**src/design/mvdr_pkg.sv**
```systemverilog
// ============================================================================
// mvdr_pkg: shared types, codes and compare helpers
// Field widths, item and error codes, and the float-aware point compare used
// by the lookup cells of the mesh vertex dedupe / remap unit.
// ============================================================================
package mvdr_pkg;

  localparam int unsigned ACT_W    = 2;
  localparam int unsigned COORD_W  = 32;
  localparam int unsigned CORNER_W = 10;
  localparam int unsigned ERR_W    = 2;

  // item codes
  localparam logic [ACT_W-1:0] ACT_VERTEX   = 2'd0;
  localparam logic [ACT_W-1:0] ACT_TRIANGLE = 2'd1;
  localparam logic [ACT_W-1:0] ACT_CLEAR    = 2'd2;

  // error codes
  localparam logic [ERR_W-1:0] ERR_NONE   = 2'd0;
  localparam logic [ERR_W-1:0] ERR_FULL   = 2'd1;
  localparam logic [ERR_W-1:0] ERR_CORNER = 2'd2;

  typedef struct packed {
    logic [COORD_W-1:0] x;
    logic [COORD_W-1:0] y;
    logic [COORD_W-1:0] z;
  } point_t;

  // control group from the sequencer to every cell
  typedef struct packed {
    logic start;   // new lookup: drop old hit and chain contents
    logic clr;     // new mesh: empty the cell
    logic rd_en;   // sweep read of one row
    logic wr_en;   // store the query at the write slot
  } cell_cmd_t;

  typedef struct packed {
    logic [ACT_W-1:0]    kind;
    logic [CORNER_W-1:0] new_index;
    logic                is_new;
    logic                triangle_kept;
    logic [CORNER_W-1:0] new_corner_a;
    logic [CORNER_W-1:0] new_corner_b;
    logic [CORNER_W-1:0] new_corner_c;
    logic [ERR_W-1:0]    error;
  } result_t;

  // float equality on bit patterns: NaN never equal, +0 equals -0
  function automatic logic coord_eq(input logic [COORD_W-1:0] a,
                                    input logic [COORD_W-1:0] b);
    logic [COORD_W-2:0] ma;
    logic [COORD_W-2:0] mb;
    logic               res;
    ma = a[COORD_W-2:0];
    mb = b[COORD_W-2:0];
    if (ma > 31'h7F80_0000 || mb > 31'h7F80_0000) begin
      res = 1'b0;
    end else if (ma == '0 && mb == '0) begin
      res = 1'b1;
    end else begin
      res = (a == b);
    end
    return res;
  endfunction

  function automatic logic point_eq(input point_t p, input point_t q);
    return coord_eq(p.x, q.x) && coord_eq(p.y, q.y) && coord_eq(p.z, q.z);
  endfunction

endpackage

```
**src/design/mvdr_cell.sv**
```systemverilog
// ============================================================================
// mvdr_cell: one lookup cell
// Holds one column of the unique point store, compares one row per sweep
// cycle against the query, and passes the hit along the result chain.
// ============================================================================
module mvdr_cell import mvdr_pkg::*; #(
  parameter int unsigned ROWS    = 32,
  parameter int unsigned ROW_W   = 5,
  parameter int unsigned CELL_W  = 5,
  parameter int unsigned CELL_ID = 0
) (
  input  logic                    clk_i,
  input  logic                    rst_ni,
  input  cell_cmd_t               cmd_i,
  input  logic [ROW_W-1:0]        row_i,
  input  logic [CELL_W-1:0]       wr_sel_i,
  input  point_t                  query_i,
  input  logic                    link_hit_i,
  input  logic [ROW_W+CELL_W-1:0] link_idx_i,
  output logic                    link_hit_o,
  output logic [ROW_W+CELL_W-1:0] link_idx_o
);

  point_t                  mem [ROWS];
  point_t                  rdata_q;
  logic [ROW_W:0]          fill_q;
  logic                    cmp_en_q;
  logic [ROW_W-1:0]        cmp_row_q;
  logic                    hit_q;
  logic [ROW_W+CELL_W-1:0] idx_q;
  logic                    lhit_q;
  logic [ROW_W+CELL_W-1:0] lidx_q;
  logic                    wr_here;
  logic                    match;

  assign wr_here = cmd_i.wr_en && (wr_sel_i == CELL_W'(CELL_ID));
  assign match   = cmp_en_q && point_eq(rdata_q, query_i);

  always_ff @(posedge clk_i) begin
    if (wr_here) begin
      mem[row_i] <= query_i;
    end
    if (cmd_i.rd_en) begin
      rdata_q <= mem[row_i];
    end
  end

  always_ff @(posedge clk_i or negedge rst_ni) begin
    if (!rst_ni) begin
      fill_q    <= '0;
      cmp_en_q  <= 1'b0;
      cmp_row_q <= '0;
      hit_q     <= 1'b0;
      idx_q     <= '0;
      lhit_q    <= 1'b0;
      lidx_q    <= '0;
    end else begin
      if (cmd_i.clr) begin
        fill_q <= '0;
      end else if (wr_here) begin
        fill_q <= fill_q + 1'b1;
      end
      // only rows this cell has filled take part
      cmp_en_q  <= cmd_i.rd_en && ({1'b0, row_i} < fill_q);
      cmp_row_q <= row_i;
      if (cmd_i.start) begin
        hit_q  <= 1'b0;
        lhit_q <= 1'b0;
      end else begin
        if (match) begin
          hit_q <= 1'b1;
          idx_q <= {cmp_row_q, CELL_W'(CELL_ID)};
        end
        lhit_q <= hit_q | link_hit_i;
        lidx_q <= hit_q ? idx_q : link_idx_i;
      end
    end
  end

  assign link_hit_o = lhit_q;
  assign link_idx_o = lidx_q;

endmodule

```
**config.mk**
```make
export PLATFORM = sky130hd
export DESIGN_NAME = mvdr_cell
export DESIGN_NICKNAME = d
export VERILOG_FILES = /design/src/design/mvdr_pkg.sv /design/src/design/mvdr_cell.sv
export SDC_FILE = /design/constraint.sdc
export NUM_CORES = 2
export LEC_CHECK = 0
export BUFFER_PORTS_ARGS = -buffer_cell sky130_fd_sc_hd__buf_4
export CORE_MARGIN = 8
export CORE_UTILIZATION = 51
export DETAILED_ROUTE_END_ITERATION = 16
export GPL_ROUTABILITY_DRIVEN = 1
export PLACE_DENSITY = 0.66
export SETUP_SLACK_MARGIN = 0.1
export SLEW_MARGIN = 20
export SYNTH_ARGS = -nofsm -noshare
export SYNTH_HDL_FRONTEND = slang
export SYNTH_SLANG_ARGS = --single-unit
```
**constraint.sdc**
```tcl
create_clock -name clk_i -period 3.2 [get_ports clk_i]
set_input_delay 0.32 -clock clk_i [delete_from_list [all_inputs] [get_ports clk_i]]
set_output_delay 0.32 -clock clk_i [all_outputs]
set_load 0.01 [all_outputs]
```
Yosys cells after proc, flatten, opt, wreduce, memory -nomap -nowiden

Memory sizes are Yosys's and may differ from the RTL's. A register that Yosys moved wholly into a read port is not among the register bits.
Index checks and enable logic that the tools add are counted.

Add/subtract/negate cells: 1
Magnitude comparators: 7
Eq/ne operators: 3
Mux-type cells: 14
Bitwise operators: 2
Reduce and logical (&&, ||, !) cells: 21

Operators with widths:

| cell                                        | number |
|---|---|
| > comparator 31 bit, second input constant  | 6 |
| logical NOT 31 bit                          | 6 |
| equality test 32 bit                        | 3 |
| two-way mux 6 bit                           | 2 |
| two-way mux 1 bit                           | 11 |
| two-way mux 10 bit                          | 1 |
| logical AND 1 bit                           | 8 |
| adder 6 x 1 -> 6 bit, second input constant | 1 |
| < comparator 5 x 6 -> 1 bit                 | 1 |
| logical NOT 5 bit                           | 1 |
| nonzero test 2 bit                          | 2 |
| logical OR 1 bit                            | 3 |
| AND reduction 2 bit                         | 1 |
| inverter 1 bit                              | 1 |
| OR 1 bit                                    | 1 |

Register bits after elaboration: 29
Bits in writable memories: 3072
Output and inout port bits: 11
Logic and storage cells: 56
Memories: 1

Memories:

| memory | depth | bits a word | read ports | clocked after memory_dff | wr ports | line            | RTL |
|---|---|---|---|---|---|---|---|
| mem    | 32    | 96          | 1          | 1                        | 1        | mvdr_cell.sv:24 | `point_t mem [ROWS];` |

Longest topological paths before layout

Word-level depth: 9
Depth in mapped cells: 8
Depth with buffers taken out: 8

Worst setup path after synthesis

No wires, ideal clock.

Path kind: input port to flip-flop
From: input port row_i[1]
To: memory mem[11][0] (netlist name), enable pin
Arrival: 5.407 ns
Data required time: 2.648 ns
Setup slack: -2.759 ns
Cell stages on the path: 6
Buffers on the path: 4
Cells stage by stage: buf_2 > buf_2 > buf_1 > buf_2 > nand3_1 > nor2_1

RTL lines:

| element            | line            | RTL |
|---|---|---|
| start: declaration | mvdr_cell.sv:15 | `input logic [ROW_W-1:0] row_i,` |
| end: declaration   | mvdr_cell.sv:24 |  |

Straight into the memory's write port.

Worst setup path after layout

From: register rdata_q[17] (netlist name)
To: register idx_q[9]

Longest elaborated chain between the ends: 7
Elaborated cells on any way between the ends: 10
Those cells by class: order compare: 1; eq/ne: 1; mux: 2; reduce/logical: 6

Ends and longest elaborated chain:

| element                                                                     | line            | RTL |
|---|---|---|
| parallel branches: the longest is 3 deep, another holds > comparator 31 bit | n/a             |  |
| two-way mux 1 bit (*)                                                       | mvdr_pkg.sv:56  | `if (ma > 31'h7F80_0000 \|\| mb > 31'h7F80_0000) begin` |
| logical AND 1 bit (*)                                                       | mvdr_pkg.sv:67  | `return coord_eq(p.x, q.x) && coord_eq(p.y, q.y) && coord_eq(p.z, q.z);` |
| logical AND 1 bit (*)                                                       | mvdr_cell.sv:37 | `assign match = cmp_en_q && point_eq(rdata_q, query_i);` |
| AND reduction 2 bit (no line) (*)                                           | n/a             |  |
| end signal: assignment                                                      | mvdr_cell.sv:72 | `idx_q <= {cmp_row_q, CELL_W'(CELL_ID)};` |
| end: declaration                                                            | mvdr_cell.sv:30 | `logic [ROW_W+CELL_W-1:0] idx_q;` |

Mark *: on every way between the ends.
A chain may end at the register's enable or synchronous reset.

==> reports/summary.txt <==
die width: 501.3 um
TritonCTS clock tree: done
total chip power: 86810 uW
post-synthesis cell type count: 38
critical path arrival: 3790 ps
slew at the pin with the worst max-slew slack: 1133 ps
starting density of the core: 0.5116
CTS buffer count: 333
# Max-Cap Violations: 0
clk slew on worst S/H paths: 60 ps
Syn Nets: 5190
Power Density: 621.7 mW/mm^2
Fmax achieved: 334.8 MHz
Final nets: 5826
Area contributors post-synth: edfxtp_1 79%, mux4_2 14%, a22oi_1 2.4%
max-slew violation count: 0
CTS H-tree lvls: 5
Buf/Inv on CP: 2
Hold Path Class: primary input to flip-flop
reg2reg path depth: 9
main flop type after synthesis: edfxtp_1
Post-synth EDFFs: 3168
antenna viol nets, final: 0
initial DRC count: 8329
Final setup viols: 0
crit path max fanout: 6
row count: 178
CP Launch Type: flip-flop
yosys warns: 0
Critical Path Most Common Cell: buf_4
area leader, netlist: edfxtp_1
Chip Height: 501.3 um
Area after DPL: 0.1281 mm^2
buffers added on ports: 133
vias post-DR: 60.31k
gr usage total: 0.2541
final hold vios: 0
CTS root buf: clkbuf_16
post-synthesis register bit count: 3197
Hold Startpoint: wr_sel_i[4]
drt pass-1 iters: 8
Hold WS: 70.64 ps
Syn Inst Count: 5062
detailed placement HPWL: 174.3 mm
CP required: 4010 ps
WHS Endpoint: fill_q[1]$_DFFE_PN0P_
first-pass GRT wire length: 456.1 mm
final instance area: 0.1396 mm^2
Layout area overhead: 16.28%
Final Skew: 63.78 ps
# DRC: 0
Critical R2R Launch: rdata_q[17]$_DFFE_PP_
sequential element share of the synthesized area: 0.7982
synthesized cell area: 0.1201 mm^2
clk buf depth: 4
Final Cycle Share: 0.9333
clk_lat worst skew: 950 ps
critical path's slowest cell: nor4_1
CP top delay family: simple AND/OR/NAND/NOR gates
# IOs: 134
RD Place Congestion: 0.8031
Congestion Overflow GR: 0
Final min period: 2986 ps
Leakage: 0.04351 uW
core box area: 0.2347 mm^2
area of the die: 0.2513 mm^2
vias in the first global route: 60.41k
Synth async-reset ratio: 0.009071
post-DR vias/cell: 6.632
final setup TNS: 0 ps
total routed wirelength: 322.3 mm
maximum number of pins on one net before global-route repair: 76
Mean Syn Cell Area: 23.72 um^2
share of layout cells above drive strength 1: 0.2854
clock sinks: 3197
area fraction of the dominant cell type after synthesis: 0.7922
capturing point of the worst reg2reg path: idx_q[9]$_DFFE_PN0P_
kind of critical path: flip-flop to flip-flop
cell depth of the worst min-delay path: 5
RSZ-0062 raised after global routing: false
VDD IR-drop max: 523.9 uV
initial antenna violation count: 9
status: finished clean
R2R Setup Slk: 210 ps
max incr delay on CP: 490 ps
Worst slew margin: 0.2409
Avg WL per Cell: 35.45 um
Worst Setup End Kind: flip-flop
critical path, cell by cell: nor4_1 > nand4_1 > nor2_2 > nand2_1 > o22ai_1 > buf_4 > nand4_2 > buf_4 > mux2_1
-- cell usage in the layout, fill, tap and decap left out, drive strengths merged, types with 6 or more instances in the layout --
master       netlist  routed
edfxtp          3168    3168
dlygate4sd3        0     129
buf              119     437
clkbuf           146     411
dfrtp             29      29
nand2             30      30
clkinv             0     128
o21ai             12      12
xor2              97      97
nor4              68      68
inv                6      14
a22oi            384     384
clkinvlp           0       6
nand4            126     126
nor2              48      48
mux4             768     768
bufinv             0      23
nor3               8       8
-- worst min-delay path, cell delays in order --
cell and delay, ps:
buf_4 80, and3b_1 200, buf_4 190, nand2_1 80
a21oi_1 50
-- what timing repair did --
item / CTS / global route
resized for setup: 0 / 4
endpoints found under the setup margin: 0 / 5
setup buffers: 0 / 0
hold buffers: 130 / 0
endpoints found under the hold margin: 3098 / 0
-- cell type report --
cell class / count / area (um^2)
clock inverters: 165 / 1374
multi-input cells: 1594 / 23420
clock buffers: 411 / 8775
fillers: 16280 / 95100
flip-flops and latches: 3197 / 95860
diodes: 5 / 12.51
inverters: 6 / 22.52
repair buffers: 566 / 6242
well taps: 3150 / 3941
-- logic make-up (layout without fill, tap and decap cells) --
logic type | count (synthesis) | in the layout | share of synthesized area
other | 0 | 5 | 0
adder cells (fa/ha/maj) | 5 | 5 | 0.0005209
XOR/XNOR | 101 | 101 | 0.007366
flip-flops | 3197 | 3197 | 0.7982
buffers and inverters | 271 | 1148 | 0.009471
multiplexers | 778 | 778 | 0.1449
AO/OA/AOI/OAI | 406 | 406 | 0.02507
AND/OR/NAND/NOR | 304 | 304 | 0.01445
-- metal layers --
metal | share of wire | GRT usage | routed length (um)
met1 | 0.38 | 0.3628 | 122700
met2 | 0.48 | 0.4057 | 154900
met3 | 0.11 | 0.04991 | 34480
met4 | 0.032 | 0.07361 | 10270
met5 | 0.000040 | 0 | 13
-- Yosys cell counts, drive strengths merged (8+ instances only) --
library cell,n
edfxtp,3168
mux4,768
a22oi,384
clkbuf,146
nand4,126
buf,119
xor2,97
nor4,68
nor2,48
nand2,30
dfrtp,29
o21ai,12
nor3,8
-- power by group --
part	leakage (uW)	internal, uW	switching [uW]
Sequential	0.0289	46200	149
Clock	0.00498	21200	15400
Combinational	0.00960	1530	2330
Total	0.0435	69000	17800
-- sequential cells by signal (all words and copies together), names as in the netlist --
signal and flops:
idx_q 5, cmp_row_q 5, link_idx_o 10, hit_q 1, mem 3072, rdata_q 96
link_hit_o 1, fill_q 6, cmp_en_q 1
-- worst max path at each step --
| stage | cells after the start | start | endpoint | slack, ps |
|---|---|---|---|---|
| global placement | 10 | query_i[35] | idx_q[9]$_DFFE_PN0P_ | -360 |
| global route | 9 | rdata_q[17]$_DFFE_PP_ | idx_q[9]$_DFFE_PN0P_ | 130 |
| finish | 9 | rdata_q[17]$_DFFE_PP_ | idx_q[9]$_DFFE_PN0P_ | 210 |
| floorplan | 5 | wr_sel_i[1] | mem[14][0]$_DFFE_PP_ | -250 |
| CTS | 8 | rdata_q[65]$_DFFE_PP_ | idx_q[6]$_DFFE_PN0P_ | 110 |
| detailed placement | 10 | query_i[35] | idx_q[6]$_DFFE_PN0P_ | -380 |
-- metrics by stage --
step | util | cells | setup WS [ps]
final | 0.5949 | 9094 | 213.5
after global placement | 0.5459 | 8383 | -363.2
after global routing | 0.5949 | 9091 | 129.1
after CTS | 0.5947 | 9089 | 108.7
after floorplan | - | 5062 | -254.8
after detailed placement | 0.5459 | 8383 | -375.0
Note: power is estimated with default switching activity, not from simulation.
